## src/hdl/kmq_pkg.sv

```systemverilog
// Shared types, codes and constants of the key mode qualifier.
package kmq_pkg;

  // Default table size and fixed field widths.
  localparam int KEY_COUNT_DEF = 512;
  localparam int KEY_W         = 9;
  localparam int VALUE_W       = 8;
  localparam int MODE_W        = 3;
  localparam int COOLDOWN_W    = 16;
  localparam int CYCLES_W      = 8;
  localparam int TIME_W        = 32;
  localparam int IN_DATA_W     = 48;
  localparam int OUT_DATA_W    = 24;

  // Depth of the command queue between front and back.
  localparam int QUEUE_DEPTH   = 2;
  localparam int QUEUE_PTR_W   = (QUEUE_DEPTH > 1) ? $clog2(QUEUE_DEPTH) : 1;

  // Action codes carried on the input tuser.
  localparam logic [1:0] ACT_TICK   = 2'd0;
  localparam logic [1:0] ACT_SAMPLE = 2'd1;
  localparam logic [1:0] ACT_SET    = 2'd2;

  // Key modes.
  localparam logic [MODE_W-1:0] MODE_PLAIN    = 3'd0;
  localparam logic [MODE_W-1:0] MODE_TOGGLE   = 3'd1;
  localparam logic [MODE_W-1:0] MODE_COOLDOWN = 3'd2;
  localparam logic [MODE_W-1:0] MODE_INSTANT  = 3'd3;
  localparam logic [MODE_W-1:0] MODE_CYCLE    = 3'd4;

  // Classified command kinds.
  typedef enum logic [1:0] {
    CMD_TICK,
    CMD_SAMPLE,
    CMD_SET
  } kmq_kind_t;

  // One classified command as it travels through the queue.
  typedef struct packed {
    kmq_kind_t               kind;
    logic [KEY_W-1:0]        key;
    logic                    pressed;
    logic [MODE_W-1:0]       mode;
    logic [VALUE_W-1:0]      value;
    logic [COOLDOWN_W-1:0]   cooldown;
    logic [CYCLES_W-1:0]     cycles;
  } kmq_cmd_t;

  // Queue status seen by the front and the back.
  typedef struct packed {
    logic full;
    logic empty;
  } kmq_q_status_t;

  // Per-key attributes held in one memory word.
  typedef struct packed {
    logic [MODE_W-1:0]       mode;
    logic [VALUE_W-1:0]      value;
    logic [COOLDOWN_W-1:0]   cooldown;
    logic [CYCLES_W-1:0]     cycles;
  } kmq_attr_t;

  // Back end sequencer states.
  typedef enum logic [1:0] {
    BK_CLEAR,
    BK_IDLE,
    BK_CALC
  } kmq_bk_state_t;

endpackage

```

## src/hdl/kmq_queue.sv

```systemverilog
// Short command queue that decouples the front from the back.
module kmq_queue (
  input  logic                   clk,
  input  logic                   rst_n,
  input  logic                   push,
  input  kmq_pkg::kmq_cmd_t      push_cmd,
  input  logic                   pop,
  output kmq_pkg::kmq_cmd_t      head,
  output kmq_pkg::kmq_q_status_t status
);
  import kmq_pkg::*;

  kmq_cmd_t                 slot_r [QUEUE_DEPTH];
  logic [QUEUE_PTR_W-1:0]   wr_ptr_r, wr_ptr_nxt;
  logic [QUEUE_PTR_W-1:0]   rd_ptr_r, rd_ptr_nxt;
  logic [QUEUE_PTR_W:0]     cnt_r, cnt_nxt;

  assign status.full  = (cnt_r == (QUEUE_PTR_W+1)'(QUEUE_DEPTH));
  assign status.empty = (cnt_r == '0);
  assign head         = slot_r[rd_ptr_r];

  // Pointer and count update.
  always_comb begin
    wr_ptr_nxt = wr_ptr_r;
    rd_ptr_nxt = rd_ptr_r;
    cnt_nxt    = cnt_r;
    if (push) begin
      wr_ptr_nxt = (wr_ptr_r == QUEUE_PTR_W'(QUEUE_DEPTH - 1)) ? '0 : wr_ptr_r + 1'b1;
    end
    if (pop) begin
      rd_ptr_nxt = (rd_ptr_r == QUEUE_PTR_W'(QUEUE_DEPTH - 1)) ? '0 : rd_ptr_r + 1'b1;
    end
    if (push && !pop) begin
      cnt_nxt = cnt_r + 1'b1;
    end else if (pop && !push) begin
      cnt_nxt = cnt_r - 1'b1;
    end
  end

  always_ff @(posedge clk) begin
    if (!rst_n) begin
      wr_ptr_r <= '0;
      rd_ptr_r <= '0;
      cnt_r    <= '0;
    end else begin
      wr_ptr_r <= wr_ptr_nxt;
      rd_ptr_r <= rd_ptr_nxt;
      cnt_r    <= cnt_nxt;
    end
  end

  // Storage slots carry no reset.
  always_ff @(posedge clk) begin
    if (push) begin
      slot_r[wr_ptr_r] <= push_cmd;
    end
  end

endmodule

```

## config.mk

```make
export PLATFORM = sky130hd
export DESIGN_NAME = kmq_queue
export DESIGN_NICKNAME = d
export VERILOG_FILES = /design/src/hdl/kmq_pkg.sv /design/src/hdl/kmq_queue.sv
export SDC_FILE = /design/constraint.sdc
export NUM_CORES = 1
export LEC_CHECK = 0
export BUFFER_PORTS_ARGS = -buffer_cell sky130_fd_sc_hd__buf_2
export CAP_MARGIN = 0
export CORE_AREA = 5 5 96 98
export CTS_BUF_LIST = sky130_fd_sc_hd__clkbuf_8
export DETAILED_ROUTE_END_ITERATION = 16
export DIE_AREA = 0 0 101 103
export PLACE_DENSITY = 0.69
export SYNTH_ARGS = -nofsm -noshare
export SYNTH_HDL_FRONTEND = slang
export SYNTH_SLANG_ARGS = --single-unit
export TNS_END_PERCENT = 100
```

## constraint.sdc

```tcl
create_clock -name clk -period 4.51 [get_ports clk]
set_clock_uncertainty 0.05 [all_clocks]
set_input_delay 0.902 -clock clk [delete_from_list [all_inputs] [get_ports clk]]
set_output_delay 0.902 -clock clk [all_outputs]
set_load 0.02 [all_outputs]
```

After elaboration in Yosys (flattened, before gate mapping):

Memories as Yosys holds them, arrays and structs flattened. A register that Yosys moved wholly into a read port is not among the register bits.
Index checks and enable logic that the tools add are counted.

* logic and storage cells: 23
* output and inout port bits: 49
* bits of input ports: 51
* memories: 1
* flip-flop bits (word level): 4
* bits in writable memories: 94

* mux-type cells: 8
* reduce and logical (&&, ||, !) cells: 6
* add/subtract/negate cells: 4
* eq/ne operators: 1

Memory list
* slot_r: words 2, width 47, rd ports 1, clocked after Yosys merged registers in 1, write ports 1, line kmq_queue.sv:13 `kmq_cmd_t slot_r [QUEUE_DEPTH];`

Operators with widths (number)
* 1-bit 2-to-1 mux: 6
* 2-bit 2-to-1 mux: 2
* 1-bit adder (second input constant): 2
* 2-bit by 1-bit adder with 2-bit output (second input constant): 1
* 2-bit equality test (second input constant): 1
* 1-bit logical AND: 2
* 1-bit zero test: 2
* 2-bit zero test: 1
* 2-bit nonzero test: 1
* 2-bit by 1-bit subtractor with 2-bit output (second input constant): 1

Logic depth before layout (Yosys ltp):

* depth after elaboration: 4
* gate-level depth with buffers: 5
* mapped depth without buffers: 5

Worst setup path before layout:

OpenSTA, ideal clock, no wires.

* path kind: input -> register
* start: input push
* end: memory slot_r[0][0] in the netlist's numbering, enable pin
* cell stages on the path: 1
* setup time: 0.458 ns
* required time: 4.002 ns
* path slack: 0.980 ns
* arrival: 3.021 ns
* path buffers: 0
* cell sequence: nor2b_1

* cells in the longest elaborated chain, start to end: 2

RTL lines
* from (decl): line kmq_queue.sv:5 `input logic push,`
* 1-bit 2-to-1 mux: line kmq_queue.sv:54 `if (push) begin`
* 1-bit 2-to-1 mux (not written as such): line kmq_queue.sv:55 `slot_r[wr_ptr_r] <= push_cmd;`
* to (decl): line kmq_queue.sv:13

No other way between the ends.

==> metrics.cfg <==
[clock_network]
clock_tree_from_tritoncts=built
clkLatencyLatePin_ps=340
cts_made_buffers=9
post_cts.resized_instances=0
postCtsHoldBufs=0
clock_path_buffers=2
postcts_setup_bufs=0
root_buffer=sky130_fd_sc_hd__clkbuf_8
clock_sink_count=99
cts-htree-levels=3
cts.reportedPaths.clkPinSlew_ps=90

[timing]
slew_viol_final=0
slew_headroom_pct=21.5
grt_setup_unrepaired=no
share_of_the_clock_period_used_by_the_worst_path_after_layout_pct=66.6
setup_total_negative_slack_ps=0
max_clock_freq_ghz=0.333
worst_pin_slew_ps=1180
setup-violations-final=0
final_hold_viols=0
final_period_demand_of_the_worst_path_ps=3010

[drt]
residual_drc_count=0
dr.pass1.iters=4
drt-wirelength-per-cell_um=15.8
antenna_violating_nets_post_route=0
detail_route.wirelength_mm=6.13
number_of_vias_after_detailed_routing=1820
routed_via_density=4.70
detailed_route_iter0_violations=46

[critical_path]
cp.buffers_inverters=1
critPathCaptureType=output port
crit_path_start_kind=flip-flop
setup_cp_type=reg -> out
r2r_setup_slack_ps=2700
regToRegEndpoint=slot_r[1][34]$_DFFE_PP_
crit_chain=mux2_2 > buf_2
max_stage_delay_ps=1090
path_max_fanout=47
critical_path.slowest_cell=sky130_fd_sc_hd__dfxtp_2
rr_startpoint=wr_ptr_r$_SDFFE_PN0P_
crit_family=flip-flops
r2r_cells=1
cp.arrival_ps=2050
critical_path_required_ps=3560

[synth]
netlist_instances=168
post_synth_instance_area_sq_um=3620
syn_area_cell_sq_um=21.5
synth_nets=220
ys_types=18
register_bit_total_from_synthesis=99
post_synth_main_area_contributors=sky130_fd_sc_hd__edfxtp_1, sky130_fd_sc_hd__mux2_2, sky130_fd_sc_hd__dfxtp_1
synth_largest_type_area_fraction_pct=78.0
synthesis_warnings=0
synth.yosys.seq_area_share_pct=80.8
synth.largest_area_cell=sky130_fd_sc_hd__edfxtp_1

[die]
fp.coreArea_sq_um=8380
chipWidth_um=101
io_pins=100
floorplan.initialDensity_pct=43.2
die-height_um=103
floorplan.die_area_sq_um=10400
std_cell_rows=34

[global_routing]
global_route_wire_length_before_repair_mm=9.20
via_count_of_the_first_global_routing_pass=1910
antenna_found_initial=1
grt_max_degree=48
globalRouteOverflowTotal=0
grt_util_all_layers_pct=11.9

[power]
vdd_drop_max_mv=0.249
cellPowerDensity_nw_per_um2=434
power_leakage_nw=1.67

[outcome]
run_status=completed

[final_layout]
nFillCells=715
finalCoreUtilization_pct=53.0
layout.nets=326
area_growth_syn_to_layout_pct=22.8
antenna_cells_inserted=0
fraction_of_final_layout_cells_sized_beyond_drive_strength_1_pct=59.9

[hold_path]
hold_class=reg -> reg
timing.hold.worst_path_depth=2
hold_end=cnt_r[1]$_SDFFE_PN0P_
worst_hold_startpoint=cnt_r[1]$_SDFFE_PN0P_

[place]
portBuffers=99
dp_hpwl_mm=3.90
gpl.final_weighted_congestion=0.660

[flow_run]
maxCapViolCount=0

Yosys cell counts:
| cell type | instances |
|---|---|
| sky130_fd_sc_hd__xnor2_1 | 1 |
| sky130_fd_sc_hd__nor2_1 | 1 |
| sky130_fd_sc_hd__o21ai_0 | 1 |
| sky130_fd_sc_hd__and2b_2 | 1 |
| sky130_fd_sc_hd__edfxtp_1 | 94 |
| sky130_fd_sc_hd__mux2_2 | 47 |
| sky130_fd_sc_hd__a21boi_1 | 1 |
| sky130_fd_sc_hd__or3_1 | 1 |
| sky130_fd_sc_hd__o21a_1 | 1 |
| sky130_fd_sc_hd__nor2b_1 | 2 |
| sky130_fd_sc_hd__ha_1 | 1 |
| sky130_fd_sc_hd__and2_1 | 4 |
| sky130_fd_sc_hd__xor2_1 | 2 |
| sky130_fd_sc_hd__buf_4 | 1 |
| sky130_fd_sc_hd__buf_6 | 3 |
| sky130_fd_sc_hd__dfxtp_1 | 5 |
| sky130_fd_sc_hd__buf_2 | 1 |
| sky130_fd_sc_hd__inv_1 | 1 |
metrics by stage:
| step | instances | hold WS, ps | worst slack [ps] | total power [W] | area (sq um) |
|---|---|---|---|---|---|
| 3_3_place_gp | 371 | 437 | 1810 | 0.00133 | 4220 |
| 2_1_floorplan | 168 | 416 | 980 | 0.00125 | 3620 |
| 4_1_cts | 387 | 471 | 1420 | 0.00196 | 4440 |
| 6_report | 387 | 476 | 1500 | 0.00193 | 4440 |
| 5_1_grt | 387 | 492 | 1350 | 0.00201 | 4440 |
| 3_5_place_dp | 371 | 450 | 1810 | 0.00134 | 4220 |
power by group:
group	switching [W]	total, W	internal, W	leakage [nW]
Combinational	0.000125	0.000225	0.0000999	0.634
Sequential	0.0000285	0.00109	0.00106	0.924
Clock	0.000296	0.000613	0.000317	0.111
Total	0.000449	0.00193	0.00148	1.67
layer usage:
metal  vias to the layer above  wire [um]  GRT usage [%]
li1                        864          -              -
met1                       890       2390           12.7
met2                        56       3220           21.3
met3                         8        468           5.41
met4                         2         41           3.37
met5                         -          7              0
worst max path at each step:
stage | end | start | cells after the start | slack (ps)
6_report | head[33] | flip-flop | 2 | 1500
4_1_cts | head[33] | flip-flop | 2 | 1420
5_1_grt | head[33] | flip-flop | 2 | 1350
3_3_place_gp | head[46] | flip-flop | 2 | 1810
2_1_floorplan | slot_r[0][0]$_DFFE_PP_ | push | 1 | 980
3_5_place_dp | head[46] | flip-flop | 2 | 1810
registers in the layout, indices dropped and copies added, names as in the netlist, named ones only:
register and flops:
slot_r 94, cnt_r 2, rd_ptr_r 1, wr_ptr_r 1
cells in the final DEF, fill, tap and decap left out, types with 2 or more instances in the layout:
cell,n
sky130_fd_sc_hd__inv_6,3
sky130_fd_sc_hd__buf_2,99
sky130_fd_sc_hd__bufinv_16,2
sky130_fd_sc_hd__and2_1,3
sky130_fd_sc_hd__xor2_1,2
sky130_fd_sc_hd__mux2_2,47
sky130_fd_sc_hd__dfxtp_1,4
sky130_fd_sc_hd__clkbuf_8,9
sky130_fd_sc_hd__edfxtp_1,94
cells by family after synthesis:
logic type	synth area share [%]
AND/OR/NAND/NOR	1.56
buffers and inverters	1.38
adder cells (fa/ha/maj)	0.346
XOR/XNOR	0.727
multiplexers	14.6
AO/OA/AOI/OAI	0.553
flip-flops	80.8
final cells by class:
class / count / area (sq um) / share of cell area [%]
multi-input cells: 63 / 653 / 14.7
inverters: 1 / 3.75 / 0.0845
repair buffers: 100 / 503 / 11.3
clock buffers: 9 / 124 / 2.79
clock inverters: 7 / 98.8 / 2.23
well taps: 108 / 135 / 3.04
flip-flops and latches: 99 / 2920 / 65.8
No activity file was read; power rests on OpenSTA's default activity.
